`config.mk`:
```
export PLATFORM = sky130hd
export DESIGN_NAME = planar_odometry_integrator_core
export DESIGN_NICKNAME = d
export VERILOG_FILES = /design/src/design/poi_pkg.sv /design/src/design/poi_cordic.sv /design/src/design/planar_odometry_integrator_core.sv
export SDC_FILE = /design/constraint.sdc
export NUM_CORES = 2
export LEC_CHECK = 0
export ABC_AREA = 1
export ABC_CLOCK_PERIOD_IN_PS = 22000
export BUFFER_PORTS_ARGS = -buffer_cell sky130_fd_sc_hd__buf_2
export CORE_MARGIN = 1.5
export CORE_UTILIZATION = 47
export DETAILED_ROUTE_END_ITERATION = 16
export GPL_TIMING_DRIVEN = 1
export PLACE_DENSITY = 0.62
export SLEW_MARGIN = 10
export SYNTH_ARGS = -nofsm -noshare
export SYNTH_HDL_FRONTEND = slang
export SYNTH_SLANG_ARGS = --single-unit
```
`constraint.sdc`:
```
create_clock -name clk -period 22 [get_ports clk]
set_input_delay 0 -clock clk [delete_from_list [all_inputs] [get_ports clk]]
set_output_delay 0 -clock clk [all_outputs]
set_load 0.005 [all_outputs]
```
`src/design/poi_pkg.sv`:
```
// Package for the planar odometry integrator: request codes, FSM state type,
// CORDIC constants and the arctangent table. No dependencies.
`timescale 1ns / 1ps
package poi_pkg;

  localparam int CORDIC_STEPS = 16;
  localparam logic signed [31:0] CORDIC_GAIN = 32'sd163008219;

  typedef enum logic [1:0] {
    REQ_UPDATE  = 2'd0,
    REQ_PREDICT = 2'd1,
    REQ_SET     = 2'd2,
    REQ_FORCE   = 2'd3
  } req_t;

  typedef enum logic [3:0] {
    ST_IDLE = 4'b0001,
    ST_MUL1 = 4'b0010,
    ST_MUL2 = 4'b0100,
    ST_FIN  = 4'b1000
  } state_t;

  function automatic logic [29:0] atan_entry(input logic [4:0] idx);
    logic [29:0] v;
    case (idx)
      5'd0:  v = 30'd536870912;
      5'd1:  v = 30'd316933406;
      5'd2:  v = 30'd167458907;
      5'd3:  v = 30'd85004756;
      5'd4:  v = 30'd42667331;
      5'd5:  v = 30'd21354465;
      5'd6:  v = 30'd10679838;
      5'd7:  v = 30'd5340245;
      5'd8:  v = 30'd2670163;
      5'd9:  v = 30'd1335087;
      5'd10: v = 30'd667544;
      5'd11: v = 30'd333772;
      5'd12: v = 30'd166886;
      5'd13: v = 30'd83443;
      5'd14: v = 30'd41722;
      5'd15: v = 30'd20861;
      5'd16: v = 30'd10430;
      5'd17: v = 30'd5215;
      5'd18: v = 30'd2608;
      5'd19: v = 30'd1304;
      5'd20: v = 30'd652;
      5'd21: v = 30'd326;
      5'd22: v = 30'd163;
      5'd23: v = 30'd81;
      5'd24: v = 30'd41;
      5'd25: v = 30'd20;
      5'd26: v = 30'd10;
      5'd27: v = 30'd5;
      5'd28: v = 30'd3;
      5'd29: v = 30'd1;
      default: v = 30'd0;
    endcase
    return v;
  endfunction

endpackage

```
`src/design/poi_cordic.sv`:
```
// Iterative CORDIC: one rotation per cycle, sine and cosine in Q3.28.
// Depends on poi_pkg for the step count, gain and arctangent table.
`timescale 1ns / 1ps
module poi_cordic (
  input  logic               clk,
  input  logic               rst_n,
  input  logic               start,
  input  logic [31:0]        angle,
  output logic               busy,
  output logic signed [31:0] sin_q,
  output logic signed [31:0] cos_q
);

  logic signed [31:0] x_r, y_r;
  logic signed [32:0] z_r;
  logic [1:0]         quad_r;
  logic [4:0]         step_r;
  logic               busy_r;
  logic signed [31:0] sx, sy;
  logic signed [32:0] atan_v;

  assign sx     = x_r >>> step_r;
  assign sy     = y_r >>> step_r;
  assign atan_v = $signed({3'b000, poi_pkg::atan_entry(step_r)});
  assign busy   = busy_r;

  always_ff @(posedge clk) begin
    if (!rst_n) begin
      busy_r <= 1'b0;
      step_r <= '0;
    end else if (start) begin
      busy_r <= 1'b1;
      step_r <= '0;
    end else if (busy_r) begin
      step_r <= step_r + 5'd1;
      if (step_r == 5'(poi_pkg::CORDIC_STEPS - 1)) begin
        busy_r <= 1'b0;
      end
    end
  end

  always_ff @(posedge clk) begin
    if (start) begin
      x_r    <= poi_pkg::CORDIC_GAIN;
      y_r    <= '0;
      z_r    <= $signed({3'b000, angle[29:0]});
      quad_r <= angle[31:30];
    end else if (busy_r) begin
      if (!z_r[32]) begin
        x_r <= x_r - sy;
        y_r <= y_r + sx;
        z_r <= z_r - atan_v;
      end else begin
        x_r <= x_r + sy;
        y_r <= y_r - sx;
        z_r <= z_r + atan_v;
      end
    end
  end

  // apply the quadrant exactly
  always_comb begin
    case (quad_r)
      2'd0: begin cos_q = x_r;  sin_q = y_r;  end
      2'd1: begin cos_q = -y_r; sin_q = x_r;  end
      2'd2: begin cos_q = -x_r; sin_q = -y_r; end
      default: begin cos_q = y_r; sin_q = -x_r; end
    endcase
  end

  a_step_bound: assert property (@(posedge clk) disable iff (!rst_n)
    busy_r |-> (step_r <= 5'(poi_pkg::CORDIC_STEPS - 1)))
    else $error("cordic step counter overran");
  a_start_init: assert property (@(posedge clk) disable iff (!rst_n)
    start |=> (busy_r && step_r == 5'd0 && x_r == poi_pkg::CORDIC_GAIN))
    else $error("cordic did not initialize on start");
  a_finish: assert property (@(posedge clk) disable iff (!rst_n)
    (busy_r && !start && step_r == 5'(poi_pkg::CORDIC_STEPS - 1)) |=> !busy_r)
    else $error("cordic did not stop after last step");

endmodule

```
`src/design/planar_odometry_integrator_core.sv`:
```
// Set pose, force orientation, invalid time and zero-dt predict give the result
// in the cycle after the transaction; update and other predicts run bit-serial
// dt products (ST_MUL1, with CORDIC alongside), bit-serial rotation products
// (ST_MUL2) and a finish step (ST_FIN). One transaction at a time; input taken
// again once the result register frees. Synchronous reset zeroes pose, held
// velocities, time stamp and initialized flag. Uses poi_pkg and poi_cordic.
`timescale 1ns / 1ps
module planar_odometry_integrator_core (
  input  logic               clk,
  input  logic               rst_n,
  input  logic               in_valid,
  output logic               in_stall,
  input  logic [1:0]         in_req_type,
  input  logic [31:0]        in_time_stamp,
  input  logic signed [23:0] in_vel_x_in,
  input  logic signed [23:0] in_vel_y_in,
  input  logic signed [23:0] in_yaw_rate_in,
  input  logic signed [31:0] in_pose_x_in,
  input  logic signed [31:0] in_pose_y_in,
  input  logic [31:0]        in_heading_in,
  output logic               out_valid,
  input  logic               out_stall,
  output logic               out_status,
  output logic signed [31:0] out_pos_x_out,
  output logic signed [31:0] out_pos_y_out,
  output logic [31:0]        out_heading_out,
  output logic               out_is_initialized
);

  poi_pkg::state_t state_r;

  logic signed [31:0] pos_x_r, pos_y_r;
  logic [31:0]        heading_r, last_time_r;
  logic signed [23:0] vel_x_r, vel_y_r, yaw_r;
  logic               init_r;

  logic [1:0]         req_r;
  logic [31:0]        t_r;
  logic signed [23:0] nvx_r, nvy_r, nyaw_r;

  logic               out_valid_r, status_r, oinit_r;
  logic signed [31:0] ox_r, oy_r;
  logic [31:0]        oh_r;

  logic [4:0]         cnt_r;
  logic [31:0]        dt_sh_r;
  logic signed [56:0] addx_r, addy_r, accx_r, accy_r;
  logic signed [56:0] accx_nxt, accy_nxt;
  logic [31:0]        addw_r, accw_r, accw_nxt;
  logic [31:0]        s_sh_r, c_sh_r;
  logic signed [67:0] bxa_r, bya_r, gx_r, gy_r, gx_nxt, gy_nxt;
  logic signed [34:0] bx_nxt, by_nxt;
  logic signed [39:0] fx_nxt, fy_nxt;

  logic               out_free, acc_in, cordic_start, cordic_busy, last_step;
  logic               t_early, out_set;
  logic signed [31:0] sin_q, cos_q;

  assign out_free  = !out_valid_r || !out_stall;
  assign in_stall  = !(state_r == poi_pkg::ST_IDLE && out_free);
  assign acc_in    = in_valid && !in_stall;
  assign t_early   = in_time_stamp < last_time_r;
  assign last_step = (cnt_r == 5'd31);
  assign cordic_start = acc_in && !t_early &&
      (in_req_type == poi_pkg::REQ_UPDATE ||
       (in_req_type == poi_pkg::REQ_PREDICT && in_time_stamp != last_time_r));
  // raise the result at once unless the transaction needs the long path
  assign out_set = (acc_in && !cordic_start) ||
      (state_r == poi_pkg::ST_FIN && out_free);

  poi_cordic u_cordic (
    .clk   (clk),
    .rst_n (rst_n),
    .start (cordic_start),
    .angle (heading_r),
    .busy  (cordic_busy),
    .sin_q (sin_q),
    .cos_q (cos_q)
  );

  function automatic logic signed [34:0] clamp_disp(input logic signed [56:0] p);
    logic signed [40:0] q;
    q = 41'(p >>> 16);
    if (q > 41'sh2_0000_0000) return 35'sh2_0000_0000;
    if (q < -41'sh2_0000_0000) return -35'sh2_0000_0000;
    return q[34:0];
  endfunction

  function automatic logic signed [31:0] clamp32(input logic signed [39:0] v);
    if (v > 40'sd2147483647) return 32'sh7fff_ffff;
    if (v < -40'sd2147483648) return 32'sh8000_0000;
    return v[31:0];
  endfunction

  function automatic logic signed [67:0] term(input logic b, input logic neg,
                                              input logic signed [67:0] a);
    if (!b) return '0;
    return neg ? -a : a;
  endfunction

  always_comb begin
    accx_nxt = accx_r + (dt_sh_r[0] ? addx_r : 57'sd0);
    accy_nxt = accy_r + (dt_sh_r[0] ? addy_r : 57'sd0);
    accw_nxt = accw_r + (dt_sh_r[0] ? addw_r : 32'd0);
    bx_nxt   = clamp_disp(accx_nxt);
    by_nxt   = clamp_disp(accy_nxt);
    // sign bit of sine and cosine carries negative weight
    gx_nxt = gx_r + term(s_sh_r[0], last_step, bxa_r) - term(c_sh_r[0], last_step, bya_r);
    gy_nxt = gy_r + term(c_sh_r[0], last_step, bxa_r) + term(s_sh_r[0], last_step, bya_r);
    fx_nxt = gx_r[67:28] + 40'(pos_x_r);
    fy_nxt = gy_r[67:28] + 40'(pos_y_r);
  end

  always_ff @(posedge clk) begin
    if (!rst_n) begin
      out_valid_r <= 1'b0;
    end else if (out_set) begin
      out_valid_r <= 1'b1;
    end else if (!out_stall) begin
      out_valid_r <= 1'b0;
    end
  end

  always_ff @(posedge clk) begin
    if (!rst_n) begin
      state_r     <= poi_pkg::ST_IDLE;
      pos_x_r     <= '0;
      pos_y_r     <= '0;
      heading_r   <= '0;
      vel_x_r     <= '0;
      vel_y_r     <= '0;
      yaw_r       <= '0;
      last_time_r <= '0;
      init_r      <= 1'b0;
      cnt_r       <= '0;
    end else begin
      case (state_r)
        poi_pkg::ST_IDLE: begin
          if (acc_in) begin
            req_r    <= in_req_type;
            t_r      <= in_time_stamp;
            nvx_r    <= in_vel_x_in;
            nvy_r    <= in_vel_y_in;
            nyaw_r   <= in_yaw_rate_in;
            status_r <= t_early && (in_req_type == poi_pkg::REQ_UPDATE ||
                                    in_req_type == poi_pkg::REQ_PREDICT);
            case (in_req_type)
              poi_pkg::REQ_SET: begin
                pos_x_r     <= in_pose_x_in;
                pos_y_r     <= in_pose_y_in;
                heading_r   <= in_heading_in;
                last_time_r <= in_time_stamp;
                init_r      <= 1'b1;
                ox_r        <= in_pose_x_in;
                oy_r        <= in_pose_y_in;
                oh_r        <= in_heading_in;
                oinit_r     <= 1'b1;
              end
              poi_pkg::REQ_FORCE: begin
                heading_r <= in_heading_in;
                yaw_r     <= '0;
                ox_r      <= pos_x_r;
                oy_r      <= pos_y_r;
                oh_r      <= in_heading_in;
                oinit_r   <= init_r;
              end
              default: begin
                oinit_r <= init_r;
                if (t_early && in_req_type == poi_pkg::REQ_PREDICT) begin
                  ox_r <= '0;
                  oy_r <= '0;
                  oh_r <= '0;
                end else begin
                  ox_r <= pos_x_r;
                  oy_r <= pos_y_r;
                  oh_r <= heading_r;
                end
                if (cordic_start) begin
                  dt_sh_r <= in_time_stamp - last_time_r;
                  addx_r  <= 57'(vel_x_r);
                  addy_r  <= 57'(vel_y_r);
                  addw_r  <= 32'(yaw_r);
                  accx_r  <= '0;
                  accy_r  <= '0;
                  accw_r  <= '0;
                  cnt_r   <= '0;
                  state_r <= poi_pkg::ST_MUL1;
                end
              end
            endcase
          end
        end
        poi_pkg::ST_MUL1: begin
          accx_r  <= accx_nxt;
          accy_r  <= accy_nxt;
          accw_r  <= accw_nxt;
          addx_r  <= addx_r <<< 1;
          addy_r  <= addy_r <<< 1;
          addw_r  <= addw_r << 1;
          dt_sh_r <= dt_sh_r >> 1;
          cnt_r   <= cnt_r + 5'd1;
          if (last_step) begin
            bxa_r   <= 68'(bx_nxt);
            bya_r   <= 68'(by_nxt);
            s_sh_r  <= sin_q;
            c_sh_r  <= cos_q;
            gx_r    <= '0;
            gy_r    <= '0;
            state_r <= poi_pkg::ST_MUL2;
          end
        end
        poi_pkg::ST_MUL2: begin
          gx_r   <= gx_nxt;
          gy_r   <= gy_nxt;
          bxa_r  <= bxa_r <<< 1;
          bya_r  <= bya_r <<< 1;
          s_sh_r <= s_sh_r >> 1;
          c_sh_r <= c_sh_r >> 1;
          cnt_r  <= cnt_r + 5'd1;
          if (last_step) state_r <= poi_pkg::ST_FIN;
        end
        poi_pkg::ST_FIN: begin
          if (out_free) begin
            ox_r        <= clamp32(fx_nxt);
            oy_r        <= clamp32(fy_nxt);
            oh_r        <= heading_r + accw_r;
            state_r     <= poi_pkg::ST_IDLE;
            if (req_r == poi_pkg::REQ_UPDATE) begin
              pos_x_r     <= clamp32(fx_nxt);
              pos_y_r     <= clamp32(fy_nxt);
              heading_r   <= heading_r + accw_r;
              vel_x_r     <= nvx_r;
              vel_y_r     <= nvy_r;
              yaw_r       <= nyaw_r;
              last_time_r <= t_r;
            end
          end
        end
        default: state_r <= poi_pkg::ST_IDLE;
      endcase
    end
  end

  assign out_valid          = out_valid_r;
  assign out_status         = status_r;
  assign out_pos_x_out      = ox_r;
  assign out_pos_y_out      = oy_r;
  assign out_heading_out    = oh_r;
  assign out_is_initialized = oinit_r;

  a_cordic_ready: assert property (@(posedge clk) disable iff (!rst_n)
    (state_r == poi_pkg::ST_MUL1 && last_step) |-> !cordic_busy)
    else $error("cordic still busy when rotation products start");
  a_busy_stalls: assert property (@(posedge clk) disable iff (!rst_n)
    (state_r != poi_pkg::ST_IDLE) |-> in_stall)
    else $error("input taken while a transaction is in progress");
  a_result_source: assert property (@(posedge clk) disable iff (!rst_n)
    $rose(out_valid_r) |-> $past(state_r == poi_pkg::ST_IDLE || state_r == poi_pkg::ST_FIN))
    else $error("result raised outside idle or finish");

endmodule

```
; ---- Word level (Yosys, flattened, before mapping)
; Memory sizes are Yosys's and may differ from the RTL's. A register that Yosys moved wholly into a read port is not among the register bits.
; Index checks and enable logic that the tools add are counted.
[word_totals]
regBits = 1180
mem_bits_ro = 960
inputBits = 206
output_inout_bits = 100
elab_cells = 313
memories = 1
[classes]
add_sub_neg = 23
order_cmp = 9
n_eq_ne = 23
shift = 2
n_mux = 173
n_bitwise = 1
reduce_logical = 40
[mem_list]
columns = name, depth, word_bits, read_ports, rd_ports_with_merged_regs, write_ports, line
row1 = (no name shown), 32, 30, 1, 1, 0, poi_pkg.sv:25  ; case (idx)
[ops]
columns = cell, n
row1 = 2-to-1 mux 32 bit, 52
row2 = case mux 32 bit (2 select lines), 14
row3 = 2-to-1 mux 57 bit, 11
row4 = 2-to-1 mux 68 bit, 9
row5 = case mux 68 bit (2 select lines), 4
row6 = case mux 57 bit (2 select lines), 4
row7 = 2-to-1 mux 35 bit, 8
row8 = adder 68 bit, 3
row9 = case mux 32 bit (3 select lines), 2
row10 = negation 68 bit, 2
row11 = adder 32 bit, 4
row12 = adder 57 bit, 2
row13 = 2-to-1 mux 24 bit, 4
row14 = subtractor 32 bit, 3
row15 = "greater-than comparator 41 x 35 -> 1 bit, second input constant", 2
row16 = "< comparator 41 x 34 -> 1 bit, second input constant", 2
row17 = adder 40 bit, 2
row18 = "greater-than comparator 40 x 32 -> 1 bit, second input constant", 2
row19 = "< comparator 40 x 32 -> 1 bit, second input constant", 2
row20 = subtractor 68 bit, 1
row21 = negation 32 bit, 2
row22 = >>> shifter 32 x 5 -> 32 bit, 2
row23 = 2-to-1 mux 30 bit, 2
row24 = 2-to-1 mux 1 bit, 48
row25 = 33 further kinds, 84

; ---- Longest topological paths before layout
[logic_depth]
depth_word = 17
ltp_mapped = 38
depth_no_buf = 36

; ---- Cells and area by module
; A second synthesis with hierarchy kept.
[hier_totals]
hier_cells = 14818
area_unflattened_um2 = 101712.6
[by_module_without_submodules]
columns = module, n_inst, cells_per_inst, area_each_um2, seq_area_each_um2
row1 = planar_odometry_integrator_core, 1, 11607, 82932.0, 30168.9
row2 = poi_cordic, 1, 3211, 18780.5, 3022.9

; ---- Least setup slack after synthesis
; OpenSTA, ideal clock, no wires.
[synth_path]
kind = register to register
start = register last_time_r[0]
end = register accw_r[0], enable pin
setup_time_ns = 1.119
arrival_time_ns = 17.276
t_required_ns = 20.881
setup_slack_ns = 3.605
path_stages_with_launch = 13
path_buffers = 1
period_less_slack_ns = 18.395
path_cell_list = dfxtp_1 > ha_1 > fa_1 > o21ai_2 > a21oi_2 > o21ai_2 > nand3_1 > nand2_1 > nand2_1 > nand2_1 > nand2_2 > clkbuf_1 > a21oi_1
[synth_between]
elab_chain_cells = 6
word_cells_on_any_way = 9
cone_classes = 1 x order compare / 2 x eq/ne / 6 x reduce/logical
[synth_rtl]
columns = element, line
row1 = from (decl), planar_odometry_integrator_core.sv:33  ; logic [31:0] heading_r, last_time_r;
row2 = from (signal assigned), planar_odometry_integrator_core.sv:152  ; last_time_r <= in_time_stamp;
row3 = from (signal assigned), planar_odometry_integrator_core.sv:235  ; last_time_r <= t_r;
row4 = < comparator 32 bit or inequality test 32 bit (tied branches), "planar_odometry_integrator_core.sv:62, planar_odometry_integrator_core.sv:66"
row5 = zero test 1 bit or logical AND 1 bit (tied branches), "planar_odometry_integrator_core.sv:64, planar_odometry_integrator_core.sv:66"
row6 = logical AND 1 bit or logical OR 1 bit (tied branches), "planar_odometry_integrator_core.sv:64, planar_odometry_integrator_core.sv:65"
row7 = logical AND 1 bit *, planar_odometry_integrator_core.sv:64  ; assign cordic_start = acc_in && !t_early &&
row8 = inequality test 2 bit (no source line) *, -
row9 = AND reduction 5 bit (no source line) *, -
row10 = to (signal assigned), planar_odometry_integrator_core.sv:196  ; accw_r <= accw_nxt;
row11 = to (decl), planar_odometry_integrator_core.sv:49  ; logic [31:0] addw_r, accw_r, accw_nxt;
; Mark *: on every way between the ends. The rest lies on a longest branch, timed or not.
; A chain may end at the register's enable or synchronous reset.

; ---- Worst setup path after layout
[layout_path]
start = register cnt_r[0]
end = register gy_r[47] (data pin)
[layout_between]
elab_chain_cells = 6
word_cells_on_any_way = 8
cone_classes = 2 x add/sub / 1 x eq/ne / 5 x mux
[layout_rtl]
columns = element, line
row1 = from (decl), planar_odometry_integrator_core.sv:45  ; logic [4:0] cnt_r;
row2 = from (signal assigned), planar_odometry_integrator_core.sv:201  ; cnt_r <= cnt_r + 5'd1;
row3 = from (signal assigned), planar_odometry_integrator_core.sv:219  ; cnt_r <= cnt_r + 5'd1;
row4 = == test 5 bit *, planar_odometry_integrator_core.sv:63  ; assign last_step = (cnt_r == 5'd31);
row5 = 2-to-1 mux 68 bit (2 in series), planar_odometry_integrator_core.sv:98  ; return neg ? -a : a;
row6 = adder 68 bit, planar_odometry_integrator_core.sv:109  ; gy_nxt = gy_r + term(c_sh_r[0], last_step, bxa_r) + term(s_sh_r[0], last_step, bya_r);
row7 = adder 68 bit *, planar_odometry_integrator_core.sv:109
row8 = case mux 68 bit (2 select lines) *, planar_odometry_integrator_core.sv:137  ; case (state_r)
row9 = to (signal assigned), planar_odometry_integrator_core.sv:214  ; gy_r <= gy_nxt;
row10 = to (decl), planar_odometry_integrator_core.sv:51  ; logic signed [67:0] bxa_r, bya_r, gx_r, gy_r, gx_nxt, gy_nxt;
; Marked as above.

==> flow_summary_export.csv <==
group,metric,value,unit
sta,period_needed,7.162,ns
synth,ys_warn_count,0,
synth,synth_ff_type,"edfxtp_1",
synth,synth_compound_area_share,16.29,%
worst_hold_path,hold_path.class,"primary input to register",
power_and_ir_drop,ir_worst_vdd,0.1192,mV
route,avgViaCountPerCell,5.716,
sta,drv_slew,0,
sta,setup_violations,0,
worst_setup_path,r2r_cells,22,
floorplanning,initial_core_util,47.41,%
worst_setup_path,r2r-start,"cnt_r[0]",
clock_network,cts_resized,0,
cells_and_area,seq_area,33200,um^2
cells_and_area,final_common_cell,"nand2_1",
sta,tns,0,ns
route,wl_per_cell,21.28,um
place,gp_congestion,1.042,
cells_and_area,syn2layout_area_growth,12.28,%
clock_network,clk_pin_slew_worst_paths,0.06,ns
synth,netlist.area_leader.share,27.00,%
place,portBuffers,305,
clock_network,cts.sinks,1210,
global_route,grt_pass1_vias,96090,
global_route,grt_remaining_overflow,0,
worst_setup_path,worstPathMaxFanout,39,
cells_and_area,multiInputGateArea,57030,um^2
worst_setup_path,cp.required,22.64,ns
synth,synth_cells,14250,
worst_setup_path,critPathKind,"register to register",
synth,avgSynthCellArea,6.992,um^2
floorplanning,core_area,210200,um^2
route,wirelength,373.6,mm
clock_network,cts_buffers,149,
clock_network,clk_path_buf_depth,3,
route,first_pass_iters,10,
sta,max_slew.worst_pin.slew,1.199,ns
synth,yosys.area.top_type,"edfxtp_1",
clock_network,ctsRootBufferMaster,"clkbuf_16",
floorplanning,io-pin-count,306,
sta,finalHoldViolations,0,
synth,synth-seq-cells,1210,
synth,synth_cell_types,77,
global_route,grt_use_total,33.71,%
synth,seq_area_frac_synth,33.30,%
synth,synthAdderAreaFrac,9.566,%
clock_network,hold_buffers,323,
synth,syn_nets,15130,
worst_setup_path,cp_data_arrival_time,7.80,ns
synth,synth_top_family_by_area,"simple AND/OR/NAND/NOR gates",
synth,synth_area_leaders,"edfxtp_1 27%, nand2_1 13%, inv_1 7.3%",
route,antenna_left,0,
place,place_area,103400,um^2
sta,max_freq,0.1396,GHz
route,vias,100400,
synth,synth-edff-count,896,
synth,async_flop_share,0,%
power_and_ir_drop,power.density,111.0,nW/um^2
worst_setup_path,worstSetupEndpoint,"gy_r[47]",
cells_and_area,nFillCells,20720,
clock_network,cts_setup_buffers,0,
route,drc,0,
clock_network,htree_levels,4,
cells_and_area,drive_gt1_share,5.996,%
sta,period_share,32.56,%
synth,synth_area,99660,um^2
worst_setup_path,cp-start-kind,"register",
worst_setup_path,end_kind,"register",
synth,synthSimpleGateAreaFrac,27.39,%
clock_network,clk_latency,0.85,ns
floorplanning,die_y,463.5,um
sta,rsz0062_at_grt,"no",
floorplanning,die_x,463.5,um
worst_setup_path,timing.rr.end,"gy_r[47]",
place,dpl.hpwl,284.9,mm
floorplanning,fp-row-count,168,
global_route,grt_max_degree,178,
power_and_ir_drop,p_leak,51.58,nW
global_route,antenna_found_initial,17,
floorplanning,die-area,214800,um^2
flow_run,drv_cap,0,
global_route,grt_pass1_wl,569.0,mm
cells_and_area,layout_common_cells,"3364 x nand2_1, 1934 x inv_1, 1519 x nor2_1",
route,dr.first_iter.drc_count,10580,
sta,slew_headroom,19.87,%
run_status,status,"finished, final reports clean",
sta,skew,0.05691,ns
worst_setup_path,crit_path_start,"cnt_r[0]",
cells_and_area,fin_nets,15500,
synth,synth.area.mux_share,0,%
clock_network,cts_tree,"yes",
cells_and_area,final_area,111900,um^2
worst_setup_path,r2r_slack,14.84,ns
synth,synth-xor-area-share,3.858,%
==> how the worst min path moves through the flow <==
stage                       to  cells after the start          startpoint
floorplan             nvx_r[0]                      0      in_vel_x_in[0]
global placement    nyaw_r[17]                      1  in_yaw_rate_in[17]
detailed placement   nvx_r[15]                      1     in_vel_x_in[15]
CTS                    t_r[11]                      2   in_time_stamp[11]
global route            t_r[9]                      2    in_time_stamp[9]
finish                 t_r[11]                      2   in_time_stamp[11]
==> sequential cells by signal, indices dropped and copies added, names as in the netlist, 33 cells and up <==
| signal | count |
|---|---|
| accx_r | 57 |
| accy_r | 57 |
| addx_r | 57 |
| addy_r | 57 |
| bxa_r | 68 |
| bya_r | 68 |
| gx_r | 68 |
| gy_r | 68 |
| u_cordic.z_r | 33 |
==> cell families after synthesis <==
group                      Yosys count
DFF                               1210
AOI/OAI and AO/OA                 2948
xor gates and xnor gates           433
and+or+nand+nor                   6513
adders and majority gates          675
buffers and inverters             2474
==> metal layers <==
layer  GRT usage (%)  up-vias  part of all wire, %
met5               0        -                0.018
met2           53.71     4101                   45
met1           46.62    47400                   44
li1                -    48160                    -
met4           12.15       10                  4.0
met3           4.566      689                  7.3
==> where the power goes <==
part | internal (mW) | switching (mW)
clock | 1.54 | 1.13
combinational | 2.10 | 4.27
sequential | 2.95 | 0.426
total | 6.60 | 5.82
==> synthesized netlist by cell type, drive strengths merged (13+ instances only) <==
library cell,n
nand2,3412
a21boi,36
o211ai,47
o221ai,72
o31ai,13
clkbuf,358
a21oi,1302
fa,145
nand3,1101
buf,142
o21ai,1066
nor2,1552
nand4,148
ha,530
nor3,133
a21o,27
inv,1967
xor2,307
a211oi,17
dfxtp,314
xnor2,126
or2,54
a221oi,19
a31oi,186
edfxtp,896
o21a,87
nor4,69
o21bai,43
nand3b,17
==> cell type report <==
cell class / count / share of cell area [%]
antenna: 9 / 0.02013
clock buffer: 187 / 3.595
timing repair buffer: 717 / 4.875
sequential: 1210 / 29.67
clock inverter: 86 / 1.098
multi-input combinational: 10570 / 50.97
tap: 2805 / 3.136
inverter: 1974 / 6.643
==> worst max-delay path: stages, from the launching register on <==
cell and delay, ns:
dfxtp_1 0.37, ha_1 0.15, inv_1 0.06, nor3_1 0.17
ha_2 0.84, inv_2 0.46, buf_4 0.42, o21ai_0 0.56
o21bai_1 0.25, xor2_1 0.22, inv_1 0.11, nor2_1 0.14
fa_1 0.45, ha_1 0.42, nand2_1 0.10, nor2_1 0.12
inv_1 0.07, nor2_1 0.40, inv_1 0.08, o21ai_0 0.75
a211o_1 0.32, o21ai_0 0.10, a21oi_1 0.28
==> metrics by stage <==
stage	std cells	power (mW)	util [%]	hold WS, ns	worst slack (ns)
after floorplan	14250	7.861	-	0.09887	3.605
after global placement	16950	9.471	49.19	0.1763	15.03
after detailed placement	16950	9.574	49.19	0.1781	15.02
after CTS	17550	12.32	53.22	0.0006771	14.99
after global routing	17560	13.29	53.23	0.01705	14.48
final	17560	12.42	53.24	0.02144	14.84
No activity file was read; power rests on OpenSTA's default activity.
